<file path="src/ellipse_rasterizer_top_assert.svh">
// assertion macros shared by the ellipse rasterizer modules
// depends on a clock named clk and an active-low reset named rst_n in the using module
`ifndef ELLIPSE_RASTERIZER_TOP_ASSERT_SVH
`define ELLIPSE_RASTERIZER_TOP_ASSERT_SVH
`ifndef SYNTH
// property holds at every edge outside reset
`define ELR_ASSERT(lbl, prop) \
  lbl: assert property (@(posedge clk) disable iff (!rst_n) (prop)) \
    else $error("elr assertion failed");
// pre at one edge implies post at the next edge
`define ELR_ASSERT_NEXT(lbl, pre, post) \
  lbl: assert property (@(posedge clk) disable iff (!rst_n) (pre) |=> (post)) \
    else $error("elr assertion failed");
`else
`define ELR_ASSERT(lbl, prop)
`define ELR_ASSERT_NEXT(lbl, pre, post)
`endif
`endif

</file>
<file path="src/elr_pkg.sv">
// shared constants and types for the ellipse rasterizer
// no dependencies
package elr_pkg;

  localparam int COORD_BITS_DEF = 12;
  localparam int COLOR_BITS     = 24;

  // walk region codes
  localparam logic [1:0] REG_IDLE = 2'd0;
  localparam logic [1:0] REG_ONE  = 2'd1;
  localparam logic [1:0] REG_TWO  = 2'd2;

  // input word kinds
  localparam logic ACT_START = 1'b0;
  localparam logic ACT_STEP  = 1'b1;

  // core to emitter handoff
  typedef struct packed {
    logic load;
    logic done;
  } elr_ctl_t;

endpackage

</file>
<file path="src/elr_core.sv">
// midpoint ellipse walk: held shape, region state, decision term and one-step datapath
// depends on elr_pkg and ellipse_rasterizer_top_assert.svh
`include "ellipse_rasterizer_top_assert.svh"

module elr_core #(
  parameter int COORD_BITS = elr_pkg::COORD_BITS_DEF
) (
  input  logic                              clk,
  input  logic                              rst_n,
  input  logic                              in_vld,
  input  logic                              in_act,
  input  logic [COORD_BITS-1:0]             in_cx,
  input  logic [COORD_BITS-1:0]             in_cy,
  input  logic [COORD_BITS-2:0]             in_rx,
  input  logic [COORD_BITS-2:0]             in_ry,
  input  logic [elr_pkg::COLOR_BITS-1:0]    in_color,
  input  logic                              emit_free,
  output logic                              consume,
  output elr_pkg::elr_ctl_t                 ctl,
  output logic signed [COORD_BITS+1:0]      px_p,
  output logic signed [COORD_BITS+1:0]      px_m,
  output logic signed [COORD_BITS+1:0]      py_p,
  output logic signed [COORD_BITS+1:0]      py_m,
  output logic [elr_pkg::COLOR_BITS-1:0]    color
);
  import elr_pkg::*;

  localparam int CB = COORD_BITS;
  localparam int RW = CB - 1;
  localparam int AW = 2 * RW;
  localparam int WW = CB + 1;
  localparam int DW = 3 * CB + 4;
  localparam int PW = CB + 2;

  logic [1:0]             region_r, region_nxt;
  logic                   pend_r, pend_nxt;
  logic [CB-1:0]          cx_r, cy_r;
  logic [RW-1:0]          rx_r, ry_r;
  logic [COLOR_BITS-1:0]  color_r;
  logic [AW-1:0]          a_r, b_r;
  logic signed [DW-1:0]   d_r, d2_r;
  logic signed [WW-1:0]   x_r, y_r;

  logic                   is_start, active, take_start, do_step;
  logic                   r_one, dge, point, go_on, leave;
  logic signed [AW:0]     a_sx, b_sx, p_s, q_s;
  logic signed [CB:0]     k1, k2;
  logic signed [DW-1:0]   mul_ak1, mul_bk2, seed1, seed2;
  logic signed [WW-1:0]   u, v;
  logic signed [WW:0]     one_mv, u1, v1;
  logic signed [WW+2:0]   four_u6;
  logic signed [DW-1:0]   mul_q, mul_p, term_a, d_step, lhs, rhs;
  logic signed [PW-1:0]   cx_e, cy_e, x_e, y_e;

  assign is_start   = (in_act == ACT_START);
  assign active     = (region_r != REG_IDLE);
  assign consume    = in_vld && !pend_r && (is_start || !active || emit_free);
  assign take_start = consume && is_start;
  assign do_step    = consume && !is_start && active;

  // decision seeds for both regions, loaded in the cycle after a start
  assign a_sx    = {1'b0, a_r};
  assign b_sx    = {1'b0, b_r};
  assign k1      = (CB+1)'(1) - {1'b0, ry_r, 1'b0};
  assign k2      = (CB+1)'(1) - {1'b0, rx_r, 1'b0};
  assign mul_ak1 = a_sx * k1;
  assign mul_bk2 = b_sx * k2;
  assign seed1   = (DW'(b_sx) <<< 1) + mul_ak1;
  assign seed2   = (DW'(a_sx) <<< 1) + mul_bk2;

  // both regions share one datapath with the axes swapped in region two
  assign r_one   = (region_r == REG_ONE);
  assign p_s     = r_one ? b_sx : a_sx;
  assign q_s     = r_one ? a_sx : b_sx;
  assign u       = r_one ? x_r : y_r;
  assign v       = r_one ? y_r : x_r;
  assign dge     = ~d_r[DW-1];
  assign one_mv  = (WW+1)'(1) - {v[WW-1], v};
  assign four_u6 = {u[WW-1], u, 2'b00} + (WW+3)'(6);
  assign mul_q   = q_s * one_mv;
  assign mul_p   = p_s * four_u6;
  assign term_a  = dge ? (mul_q <<< 2) : '0;
  assign d_step  = d_r + term_a + mul_p;
  assign u1      = {u[WW-1], u} + (WW+1)'(1);
  assign v1      = {v[WW-1], v} - (WW+1)'(dge);
  assign lhs     = p_s * u1;
  assign rhs     = q_s * v1;
  assign go_on   = (lhs <= rhs);
  assign point   = (rx_r == '0) && (ry_r == '0);
  assign leave   = point || !go_on;

  assign ctl.load = do_step;
  assign ctl.done = !r_one && leave;

  // mirrored coordinates of the current walk point
  assign cx_e  = {2'b00, cx_r};
  assign cy_e  = {2'b00, cy_r};
  assign x_e   = {x_r[WW-1], x_r};
  assign y_e   = {y_r[WW-1], y_r};
  assign px_p  = cx_e + x_e;
  assign px_m  = cx_e - x_e;
  assign py_p  = cy_e + y_e;
  assign py_m  = cy_e - y_e;
  assign color = color_r;

  always_comb begin
    region_nxt = region_r;
    pend_nxt   = 1'b0;
    if (take_start) begin
      region_nxt = REG_ONE;
      pend_nxt   = 1'b1;
    end else if (do_step && leave) begin
      region_nxt = r_one ? REG_TWO : REG_IDLE;
    end
  end

  always_ff @(posedge clk) begin
    if (!rst_n) begin
      region_r <= REG_IDLE;
      pend_r   <= 1'b0;
    end else begin
      region_r <= region_nxt;
      pend_r   <= pend_nxt;
    end
  end

  always_ff @(posedge clk) begin
    if (take_start) begin
      cx_r    <= in_cx;
      cy_r    <= in_cy;
      rx_r    <= in_rx;
      ry_r    <= in_ry;
      color_r <= in_color;
      a_r     <= AW'(in_rx) * AW'(in_rx);
      b_r     <= AW'(in_ry) * AW'(in_ry);
      x_r     <= '0;
      y_r     <= WW'(in_ry);
    end else if (pend_r) begin
      d_r  <= seed1;
      d2_r <= seed2;
    end else if (do_step) begin
      if (r_one && leave) begin
        x_r <= WW'(rx_r);
        y_r <= '0;
        d_r <= d2_r;
      end else begin
        x_r <= r_one ? u1[WW-1:0] : v1[WW-1:0];
        y_r <= r_one ? v1[WW-1:0] : u1[WW-1:0];
        d_r <= d_step;
      end
    end
  end

  `ELR_ASSERT(a_no_take_in_seed, pend_r |-> !consume)
  `ELR_ASSERT_NEXT(a_seed_after_start, take_start, pend_r)
  `ELR_ASSERT_NEXT(a_idle_after_done, (ctl.load && ctl.done), (region_r == REG_IDLE))

endmodule

</file>
<file path="config.mk">
export PLATFORM = sky130hd
export DESIGN_NAME = elr_core
export DESIGN_NICKNAME = d
export VERILOG_FILES = /design/src/elr_pkg.sv /design/src/elr_core.sv
export VERILOG_INCLUDE_DIRS = /design/src /design/src/src
export SDC_FILE = /design/constraint.sdc
export NUM_CORES = 2
export LEC_CHECK = 0
export ABC_AREA = 1
export BUFFER_PORTS_ARGS = -buffer_cell sky130_fd_sc_hd__buf_2
export CELL_PAD_IN_SITES_DETAIL_PLACEMENT = 2
export CELL_PAD_IN_SITES_GLOBAL_PLACEMENT = 2
export CORE_AREA = 2 2 503 505
export DETAILED_ROUTE_END_ITERATION = 10
export DIE_AREA = 0 0 505 507
export PLACE_DENSITY = 0.72
export REMOVE_ABC_BUFFERS = 1
export SETUP_SLACK_MARGIN = 0.2
export SLEW_MARGIN = 40
export SYNTH_ARGS = -nofsm -noshare
export SYNTH_HDL_FRONTEND = slang
export SYNTH_SLANG_ARGS = --single-unit
</file>
<file path="constraint.sdc">
create_clock -name clk -period 16.4 [get_ports clk]
set_input_delay 1.64 -clock clk [delete_from_list [all_inputs] [get_ports clk]]
set_output_delay 1.64 -clock clk [all_outputs]
set_load 0.05 [all_outputs]
</file>
==> flow_summary_export.csv <==
group,metric,value,unit
sta,hold_viol,0,
setup_path,critPathMostFrequentCell,"fa_1",
route,dr.pass1.iters,5,
synthesis,yosysSeqAreaShare,0.0833,
route,route.detailed.drc,0,
clock_network,post_cts_buffers,0,
floorplanning,fp-row-count,184,
sta,min_period,14030,ps
route,drt_iter0_drc,3457,
setup_path,crit_buf_inv,10,
clock_network,cts_made_buffers,31,
sta,tightest_slew,993,ps
synthesis,netlist_area,75000,sq um
layout,drive_above_1_share,0.0504,
layout,final_common_cell,"inv_1",
global_routing,grt_pass1_vias,73600,
sta,rsz0062_at_grt,"no",
setup_path,worstSetupEndpointType,"register",
synthesis,synth_top_cell_area_share,0.385,
sta,final-setup-viol-count,0,
global_routing,grt_pass1_wl,480000,microns
placed_design,gp_congestion,0.967,
clock_network,holdBufCountCts,0,
clock_network,htreeDepth,1,
layout,final_cell_mix,"inv_1 (2075), nand2_1 (1796), fa_1 (1440), ha_1 (966), nor2_1 (776)",
sta,maxSlewViolCount,0,
synthesis,synth_top_area_cell,"fa_1",
clock_network,clock_latency,680,ps
layout,area_growth,8.16,%
global_routing,antenna_found_initial,19,
clock_network,root_buffer,"clkbuf_16",
placed_design,hpwlAfterDp,272000,microns
placed_design,pre_cts_slack,2610,ps
layout,multi_input_area,59700,sq um
sta,fin_setup_tns,0,ps
layout,seq_area,6250,sq um
route,ant_nets,0,
clock_network,cts.sinks,214,
floorplanning,io_pins,158,
clock_network,clockBufferDepth,3,
synthesis,ys_ff_latch,214,
route,viasPerCell,5.03,
floorplanning,die-width,505,microns
route,wl_per_cell,25.5,microns
sta,max_freq,71.3,MHz
clock_network,cts.reportedPaths.clkPinSlew,60,ps
clock_network,cts_resized,0,
run_status,status,"finished, final reports clean",
setup_path,critical-path-top-delay-family,"adder cells",
global_routing,grtUsageTotal,0.250,
setup_path,worst-setup-path-type,"reg -> reg",
placed_design,port_buffers,157,
clock_network,cts_tree,"built",
sta,period_share,0.855,
global_routing,overflow,0,
layout,nFillCells,29000,
sta,finalClockSkew,38.3,ps
sta,relSlewSlack,0.333,
floorplanning,coreArea,250000,sq um
setup_path,required,16800,ps
floorplanning,die_area,256000,sq um
layout,nNetsFinal,11600,
job,maxCapViolCount,0,
global_routing,grt_max_degree,90,
sta,setup_slack,2370,ps
synthesis,syn_inst,9043,
setup_path,cp_slowest_stage_delay,700,ps
setup_path,crit_path_top_delay_cell,"o21ai_1",
synthesis,synth.area.top_cells,"fa_1 (38%), ha_1 (16%), inv_1 (10%)",
setup_path,cp-start-kind,"register",
setup_path,critPathMaxFanout,89,
synthesis,avgSynthCellArea,8.29,sq um
worst_hold_path,hold_class,"reg -> reg",
route,vias,62700,
setup_path,cp.arrival,14430,ps
floorplanning,initial_core_util,0.299,
route,finalWirelength,318000,microns
synthesis,ys_types,56,
floorplanning,die_h,507,microns
synthesis,yosysWarnings,0,
cells by family (layout without fill, tap and decap cells):
group	after synthesis	in the layout	share of synthesized area
AND/OR/NAND/NOR	2961	2961	0.158
adder cells (fa/ha/maj)	2408	2408	0.546
buffers and inverters	2401	2487	0.122
AO/OA/AOI/OAI	814	814	0.0609
XOR/XNOR	245	245	0.0289
flip-flops	214	214	0.0833
other	0	5	0
metrics by stage:
step	util	hold WS (ps)	instances	area, sq um
final	0.324	505	12500	81100
after global routing	0.324	535	12500	81100
after CTS	0.324	508	12500	81100
after detailed placement	0.319	499	12400	80000
after global placement	0.319	482	12400	79800
after floorplan	-	448	8782	73800
path summary, 6_finish.rpt:
path                            start                  end  slack (ps)  cells after the start
max reg2reg  region_r[0]$_SDFFE_PN0P_    d_r[24]$_DFFE_PP_        2370                     48
min               x_r[6]$_SDFFE_PP0P_  x_r[6]$_SDFFE_PP0P_         510                      2
max          region_r[0]$_SDFFE_PN0P_    d_r[24]$_DFFE_PP_        2370                     48
min reg2reg       x_r[6]$_SDFFE_PP0P_  x_r[6]$_SDFFE_PP0P_         510                      2
area by class of cell:
type / instances / share of cell area
Multi-Input combinational cell: 6428 / 0.736
Inverter: 2140 / 0.0992
Sequential cell: 214 / 0.0771
Tap cell: 3348 / 0.0517
Timing Repair Buffer: 290 / 0.0225
Clock buffer: 35 / 0.00975
Clock inverter: 22 / 0.00321
Antenna cell: 5 / 0.000154
flip-flops by register name, indices dropped and copies added, names as in the netlist:
register	cells
a_r	20
b_r	20
color	24
cx_r	12
cy_r	12
d2_r	36
d_r	39
pend_r	1
region_r	2
rx_r	11
ry_r	11
x_r	13
y_r	13
metal layers:
layer  global-route usage  wire, microns
met2                0.443         158000
met4               0.0929          14100
met3               0.0192          13300
met5                    0             62
met1                0.315         133000
Yosys cell counts, drive strengths merged:
library cell / instances
a21o: 21
nor2: 789
a221oi: 6
buf: 78
nor3b: 3
o2111ai: 1
a21oi: 352
and3: 5
nor4: 12
nand2b: 1
ha: 968
edfxtp: 196
fa: 1440
o21ai: 301
o211ai: 20
nand3b: 41
o221ai: 3
a2111oi: 1
clkbuf: 183
nand4: 41
clkinv: 34
a211oi: 7
o21a: 13
nand2: 1808
nand3: 188
o221a: 1
a31o: 1
or2: 17
o31ai: 8
nor3: 51
xor2: 162
xnor2: 83
or3: 1
inv: 2106
dfxtp: 18
and2: 4
o21bai: 37
a21boi: 13
a31oi: 29
tightest hold or removal path: cells and delay by family, from the launching register on:
| family | cells | cell delay, ps |
|---|---|---|
| simple gates | 2 | 120 |
| flops | 1 | 330 |
Power is not shown: default switching activity piles up to over one toggle a cycle in this logic, so the estimate is an artifact.
