File: src/ellipse_rasterizer_top_assert.svh
// assertion macros shared by the ellipse rasterizer modules
// depends on a clock named clk and an active-low reset named rst_n in the using module
`ifndef ELLIPSE_RASTERIZER_TOP_ASSERT_SVH
`define ELLIPSE_RASTERIZER_TOP_ASSERT_SVH
`ifndef SYNTH
// property holds at every edge outside reset
`define ELR_ASSERT(lbl, prop) \
  lbl: assert property (@(posedge clk) disable iff (!rst_n) (prop)) \
    else $error("elr assertion failed");
// pre at one edge implies post at the next edge
`define ELR_ASSERT_NEXT(lbl, pre, post) \
  lbl: assert property (@(posedge clk) disable iff (!rst_n) (pre) |=> (post)) \
    else $error("elr assertion failed");
`else
`define ELR_ASSERT(lbl, prop)
`define ELR_ASSERT_NEXT(lbl, pre, post)
`endif
`endif

File: src/elr_pkg.sv
// shared constants and types for the ellipse rasterizer
// no dependencies
package elr_pkg;

  localparam int COORD_BITS_DEF = 12;
  localparam int COLOR_BITS     = 24;

  // walk region codes
  localparam logic [1:0] REG_IDLE = 2'd0;
  localparam logic [1:0] REG_ONE  = 2'd1;
  localparam logic [1:0] REG_TWO  = 2'd2;

  // input word kinds
  localparam logic ACT_START = 1'b0;
  localparam logic ACT_STEP  = 1'b1;

  // core to emitter handoff
  typedef struct packed {
    logic load;
    logic done;
  } elr_ctl_t;

endpackage

File: src/elr_emit.sv
// four-beat emitter: holds a step's mirrored pixels, sends one per cycle while out_tready
// depends on elr_pkg and ellipse_rasterizer_top_assert.svh
`include "ellipse_rasterizer_top_assert.svh"

module elr_emit #(
  parameter int COORD_BITS = elr_pkg::COORD_BITS_DEF
) (
  input  logic                              clk,
  input  logic                              rst_n,
  input  elr_pkg::elr_ctl_t                 ctl,
  input  logic signed [COORD_BITS+1:0]      px_p,
  input  logic signed [COORD_BITS+1:0]      px_m,
  input  logic signed [COORD_BITS+1:0]      py_p,
  input  logic signed [COORD_BITS+1:0]      py_m,
  input  logic [elr_pkg::COLOR_BITS-1:0]    color,
  input  logic                              out_tready,
  output logic                              free,
  output logic                              out_tvalid,
  output logic                              out_tlast,
  output logic                              out_done,
  output logic signed [COORD_BITS+1:0]      pix_x,
  output logic signed [COORD_BITS+1:0]      pix_y,
  output logic [elr_pkg::COLOR_BITS-1:0]    pix_color
);
  import elr_pkg::*;

  localparam int PW = COORD_BITS + 2;
  localparam logic [1:0] BEAT_LAST = 2'd3;

  logic                   vld_r, vld_nxt;
  logic [1:0]             beat_r, beat_nxt;
  logic signed [PW-1:0]   pxp_r, pxm_r, pyp_r, pym_r;
  logic [COLOR_BITS-1:0]  color_r;
  logic                   done_r;

  assign free = !vld_r || (out_tready && (beat_r == BEAT_LAST));

  // order: (+x,+y) (-x,+y) (+x,-y) (-x,-y)
  assign out_tvalid = vld_r;
  assign out_tlast  = (beat_r == BEAT_LAST);
  assign out_done   = done_r;
  assign pix_x      = beat_r[0] ? pxm_r : pxp_r;
  assign pix_y      = beat_r[1] ? pym_r : pyp_r;
  assign pix_color  = color_r;

  always_comb begin
    vld_nxt  = vld_r;
    beat_nxt = beat_r;
    if (ctl.load) begin
      vld_nxt  = 1'b1;
      beat_nxt = '0;
    end else if (vld_r && out_tready) begin
      beat_nxt = beat_r + 2'd1;
      if (beat_r == BEAT_LAST) begin
        vld_nxt = 1'b0;
      end
    end
  end

  always_ff @(posedge clk) begin
    if (!rst_n) begin
      vld_r  <= 1'b0;
      beat_r <= '0;
    end else begin
      vld_r  <= vld_nxt;
      beat_r <= beat_nxt;
    end
  end

  always_ff @(posedge clk) begin
    if (ctl.load) begin
      pxp_r   <= px_p;
      pxm_r   <= px_m;
      pyp_r   <= py_p;
      pym_r   <= py_m;
      color_r <= color;
      done_r  <= ctl.done;
    end
  end

  `ELR_ASSERT(a_load_when_free, ctl.load |-> free)
  `ELR_ASSERT_NEXT(a_drain_after_last, (out_tvalid && out_tready && out_tlast && !ctl.load),
                   !out_tvalid)
  `ELR_ASSERT_NEXT(a_done_whole_run, (out_tvalid && out_tready && !out_tlast),
                   (out_done == $past(out_done)))

endmodule
File: config.mk
export PLATFORM = sky130hd
export DESIGN_NAME = elr_emit
export DESIGN_NICKNAME = d
export VERILOG_FILES = /design/src/elr_pkg.sv /design/src/elr_emit.sv
export VERILOG_INCLUDE_DIRS = /design/src /design/src/src
export SDC_FILE = /design/constraint.sdc
export NUM_CORES = 1
export LEC_CHECK = 0
export BUFFER_PORTS_ARGS = -buffer_cell sky130_fd_sc_hd__buf_4
export CAP_MARGIN = 20
export CORE_MARGIN = 3
export CORE_UTILIZATION = 38
export DETAILED_ROUTE_END_ITERATION = 10
export PLACE_DENSITY = 0.75
export SYNTH_ARGS = -nofsm -noshare
export SYNTH_HDL_FRONTEND = slang
export SYNTH_SLANG_ARGS = --single-unit
File: constraint.sdc
create_clock -name clk -period 1.1 [get_ports clk]
set_input_delay 0.055 -clock clk [delete_from_list [all_inputs] [get_ports clk]]
set_output_delay 0.055 -clock clk [all_outputs]
set_load 0.01 [all_outputs]
==> flow_metrics.tcl, run 1 <==
set metrics [dict create \
    hold_class "in -> reg" \
    status "complete, but fails checks" \
    skew_ns 0.000632 \
    cts_root_buffer "clkbuf_8" \
    worstSetupPathType "reg -> out" \
    cts_tree "yes" \
    cts_made_buffers 9 \
    setup_viol 30 \
    dieArea_um2 8850 \
    slew_viol_final 0 \
    synth.area.top_cells "edfxtp_1 (83%), mux2_2 (9.6%), dfxtp_1 (2.0%)" \
    dr.pass1.iters 4 \
    cp.arrival_ns 1.36 \
    detailed_place_hpwl_mm 4.80 \
    grt_max_degree 29 \
    period_share_pct 128 \
    design_area_um2 5480 \
    drtAntennaViolNets 0 \
    n_fill_cell 419 \
    viasPerCell 4.56 \
    final.setup.tns_ns -8.43 \
    hold_viol 0 \
    hold_ws_ns 0.0683 \
    grt-ovfl-total 0 \
    yosysWarnings 0 \
    avgSynthCellArea_um2 23.2 \
    ir_drop_v 0.000756 \
    vias 2150 \
    netlist.area_leader.share_pct 82.5 \
    wirelength_mm 9.17 \
    die_y_um 94.1 \
    synth.net_count 213 \
    fin_nets 453 \
    netlist_instances 127 \
    die_x_um 94.1 \
    worstPathMaxFanout 7 \
    finalWorstSetupSlack_ns -0.310 \
    slew_headroom_pct 85.0 \
    grt_util_all_layers_pct 19.4 \
    cap_violations 0 \
    grt_pass1_wl_mm 12.4 \
    fmax_mhz 709 \
    synth-seq-area-share_pct 84.6 \
    crit_path_end_kind "primary output" \
    clkLatencyLatePin_ns 0.36 \
    syn_area_um2 2950 \
    synth_top_cell_by_area "edfxtp_1" \
    worstPathRequired_ns 1.04 \
    synth_seq_cells 84 \
    synth.distinct_cells 15 \
    remaining_drc_errors 0 \
    utilization_pct 74.3 \
    worst_pin_slew_ns 0.225 \
    drtIter0Drc 79 \
    failed_checks "negative setup slack" \
    placementRows 31 \
    path_clk_slew_ns 0.09 \
    grt_pass1_vias 2312 \
    start_kind "flop" \
    drive_gt1_share_pct 53.5 \
    clkSinkCount 84 \
    place.gp.congestion 0.707 \
    grt_antenna_before_repair 1 \
    total_power_mw 7.30 \
    placed_area_um2 4180 \
    p_per_area_nw_per_um2 1330 \
    ios 141 \
    cts_buffer_depth 2 \
    htree_levels 3 \
    power_leakage_nw 2.27 \
    area_growth_pct 85.8 \
    start_util_pct 40.0 \
    avgRoutedWirePerCell_um 19.4 \
    fin_crit_ns 1.41 \
    core_um2 7370 \
    port_buffers 140 \
    rsz0062_at_grt "yes" \
]
[worst max-delay path, cell delays in order, from the launching register on]
cell and delay, ns:
dfxtp_4 0.39, clkbuf_16 0.17, mux2_4 0.31, buf_6 0.12
[cell type report]
class | instances | area (µm²) | share of cell area, %
Antenna cell | 1 | 2.50 | 0.0457
Clock buffer | 9 | 124 | 2.26
Clock inverter | 7 | 73.8 | 1.35
Inverter | 1 | 3.75 | 0.0685
Multi-Input combinational cell | 38 | 503 | 9.18
Sequential cell | 84 | 2500 | 45.6
Tap cell | 99 | 124 | 2.26
Timing Repair Buffer | 233 | 2150 | 39.2
[synth_stat cells]
cell	count
nand3b_1	1
mux2_2	25
a21oi_1	2
nand3_1	1
nand2b_1	1
ha_1	1
edfxtp_1	81
buf_6	3
dfxtp_1	3
a21boi_0	1
mux2_4	3
inv_1	1
a21bo_2	2
o21a_1	1
buf_8	1
[sequential cells by signal, summed over array words and instances, names as in the netlist]
name	flops
beat_r	2
out_done	1
pym_r	14
pyp_r	14
pxm_r	14
pix_color	24
pxp_r	14
out_tvalid	1
[metrics by stage]
stage	cells	setup WS (ns)
3_3_place_gp	369	-0.00204
5_1_grt	472	-0.359
3_5_place_dp	369	-0.0127
2_1_floorplan	127	0.116
4_1_cts	470	-0.345
6_report	472	-0.310
[power by group]
part / total, mW / switching, mW / internal, mW
clock network: 2.25 / 1.19 / 1.06
logic: 1.19 / 0.407 / 0.780
registers: 3.86 / 0.0870 / 3.77
total: 7.30 / 1.68 / 5.61
[logic make-up (layout without fill, tap and decap cells)]
family                   count (synthesis)  in the layout  synth area share (%)
AO/OA/AOI/OAI                            6              6                  1.53
adder cells (fa/ha/maj)                  1              1                 0.424
buffers and inverters                    5            250                  1.78
flip-flops                              84             84                  84.6
multiplexers                            28             28                  11.1
other                                    0              1                     0
AND/OR/NAND/NOR                          3              3                 0.637
[placed cells by master (no fill, tap or decap), types with 2 or more instances in the layout]
| cell | count |
|---|---|
| dfxtp_4 | 2 |
| buf_6 | 30 |
| buf_12 | 4 |
| mux2_4 | 28 |
| a21oi_1 | 2 |
| inv_6 | 2 |
| dlygate4sd3_1 | 84 |
| clkinv_2 | 2 |
| buf_4 | 113 |
| edfxtp_1 | 81 |
| clkbuf_8 | 9 |
| a21bo_2 | 2 |
[per-layer routing]
metal	part of all wire, %	GRT usage [%]	vias up	wire [µm]
met5	0	0	-	0
met4	2.3	9.03	0	213
met3	7.6	5.77	18	694
met2	54	35.1	104	4980
met1	36	20.5	1043	3290
li1	-	-	985	-
[final timing paths]
kind	slack, ns	end	depth (start not counted)	start
worst min-delay path	0.07	out_tvalid	3	out_tready
worst min register to register	0.55	beat_r[1]	2	out_tvalid
worst max-delay path	-0.31	pix_y[4]	3	beat_r[1]
worst max register to register	0.05	beat_r[0]	4	beat_r[0]
[repair_timing]
item / CTS / global route
buffers inserted: 1 / 0
endpoints found under the hold margin: 84 / 0
hold buffers: 84 / 0
cloned: 0 / 1
setup endpoints to repair: 30 / 30
gates resized for setup: 41 / 23
pin swaps: 0 / 1
(Power assumes the default switching activity.)
==> run 2, diff against run 1 <==
Settings changed: CORE_MARGIN 3 to 2.
==> run 2 against run 1 <==
The run still ends with negative setup slack left. Clock power is 2% lower. Maximum frequency is 0.69% lower. Final cell count is 1.3% higher. Via count is 0.37% higher. Global-route usage is 1.9 points higher. Largest power group unchanged. Hold slack worse by 0.050 ns. Clock-buffer cell count stayed put. Clock skew hardly changed. Non-clock buffer count is 4 higher. Register-to-register slack worse by 0.08 ns. Final area is 1.0% higher.
==> flow_metrics.tcl, run 2 (synthesis results as in run 1) <==
set metrics [dict create \
    status "complete, but fails checks" \
    failed_checks "negative setup slack" \
    final.setup.tns_ns -8.62 \
    wirelength_mm 8.70 \
    layout_common_cells "buf_4 (116), dlygate4sd3_1 (83), edfxtp_1 (81)" \
    whs_path_depth 3 \
    grt_pass1_wl_mm 13.0 \
    core_um2 7610 \
    path_clk_slew_ns 0.08 \
    die_x_um 92.1 \
    clkLatencyLatePin_ns 0.34 \
    ir_drop_v 0.000954 \
    placed_area_um2 4190 \
    reg2reg_from "beat_r[1]" \
    fin_crit_ns 1.42 \
    cts_root_buffer "clkbuf_8" \
    die_y_um 92.1 \
    skew_ns 0.000930 \
    cp.arrival_ns 1.36 \
    slowest_stage "dfxtp_4" \
    clkSinkCount 84 \
    start_util_pct 38.7 \
    remaining_drc_errors 0 \
    ff_latch_area_um2 2500 \
    hold_path.startpoint "out_tready" \
    rsz0062_at_grt "yes" \
    avgRoutedWirePerCell_um 18.2 \
    htree_levels 3 \
    port_buffers 140 \
    start_kind "flop" \
    slew_headroom_pct 82.8 \
    cts_made_buffers 9 \
    cap_violations 0 \
    worstSetupPathType "reg -> out" \
    reg2reg_to "out_tvalid" \
    hold_class "in -> reg" \
    grt-ovfl-total 0 \
    worstPathRequired_ns 1.04 \
    cp-startpoint "beat_r[0]" \
    max_stage_delay_ns 0.42 \
    cts_buffer_depth 2 \
    grt_pass1_vias 2474 \
    area_growth_pct 87.7 \
    crit_path_end_kind "primary output" \
    drtAntennaViolNets 0 \
    diodes 0 \
    detailed_place_hpwl_mm 4.59 \
    grt_max_degree 22 \
    dieArea_um2 8480 \
    cts_tree "yes" \
    slew_viol_final 0 \
    place.gp.congestion 0.729 \
    worst_pin_slew_ns 0.258 \
    finalWorstSetupSlack_ns -0.320 \
    cp_cell_sequence "buf_12 > mux2_4 > buf_6" \
    ios 141 \
    final_common_cell "buf_4" \
    total_power_mw 7.26 \
    drtIter0Drc 57 \
    reg2reg_setup_slack_ns -0.03 \
    worstPathMaxFanout 8 \
    drive_gt1_share_pct 54.0 \
    fin_nets 457 \
    largest_reg_flops 24 \
    hold_viol 0 \
    r2r_cells 5 \
    viasPerCell 4.51 \
    n_fill_cell 452 \
    holdPathEnd "beat_r[0]" \
    period_share_pct 129 \
    dr.pass1.iters 4 \
    multi_input_area_um2 505 \
    design_area_um2 5530 \
    vias 2158 \
    power_leakage_nw 2.28 \
    fmax_mhz 704 \
    p_per_area_nw_per_um2 1310 \
    grt_util_all_layers_pct 21.3 \
    grt_antenna_before_repair 0 \
    setup_viol 31 \
    placementRows 32 \
]
[run 2: cell types whose count changed in the layout (fill, tap and decap cells not counted), moves of 2 or more]
cell and delta:
buf_4 +3, buf_16 +2, buf_6 +2, clkinv_2 -2
clkinvlp_4 +2, inv_6 -2, mux2_2 +2, mux2_4 -2
[run 2: worst max path at each step]
stage | slack [ns] | end | cells past startpoint
after global routing | -0.36 | pix_x[12] | 3
after CTS | -0.33 | pix_x[1] | 3
after global placement | 0.002 | pix_x[2] | 3
final | -0.32 | pix_x[1] | 3
after detailed placement | -0.003 | pix_y[8] | 3
after floorplan | 0.12 | pix_x[10] | 3
[run 2: repair_timing]
action                                 in CTS  in global routing
gates resized for setup                    64                  1
buffers inserted                            3                  1
hold buffers                               83                  0
setup endpoints to repair                  30                 30
endpoints found under the hold margin      84                  0
pin swaps                                   1                  1
gates cloned                                2                  0
[run 2: critical path, delay by kind of cell (launching register included)]
| family | cells | cell delay [ns] |
|---|---|---|
| muxes | 1 | 0.32 |
| buffers and inverters | 2 | 0.28 |
| DFF | 1 | 0.42 |
[run 2: final cells by class]
type	instances	share of cell area, %
Sequential cell	84	45.2
Multi-Input combinational cell	38	9.13
Inverter	1	0.0678
Clock inverter	7	1.38
Timing Repair Buffer	237	39.7
Tap cell	102	2.31
Clock buffer	9	2.24
[run 2: power by group]
part           switching (mW)  internal, mW  total (mW)
logic                   0.402         0.784        1.19
registers              0.0908          3.77        3.86
clock network            1.15          1.06        2.21
total                    1.64          5.62        7.26
[run 2: stage by stage]
step | util [%] | setup slack [ns] | hold WS [ns] | instances
2_1_floorplan | - | 0.116 | 0.154 | 127
3_3_place_gp | 55.0 | 0.00174 | 0.233 | 373
5_1_grt | 72.7 | -0.361 | 0.0192 | 478
4_1_cts | 72.6 | -0.326 | 0.00695 | 477
6_report | 72.7 | -0.320 | 0.0187 | 478
3_5_place_dp | 55.0 | -0.00267 | 0.234 | 373
[run 2: metal layers]
metal / track usage [%] / vias to the layer above / wire length [µm]
met2: 39.7 / 105 / 4870
met5: 0 / - / 0
met3: 7.72 / 20 / 618
met4: 9.20 / 0 / 297
met1: 21.0 / 1047 / 2910
li1: - / 986 / -
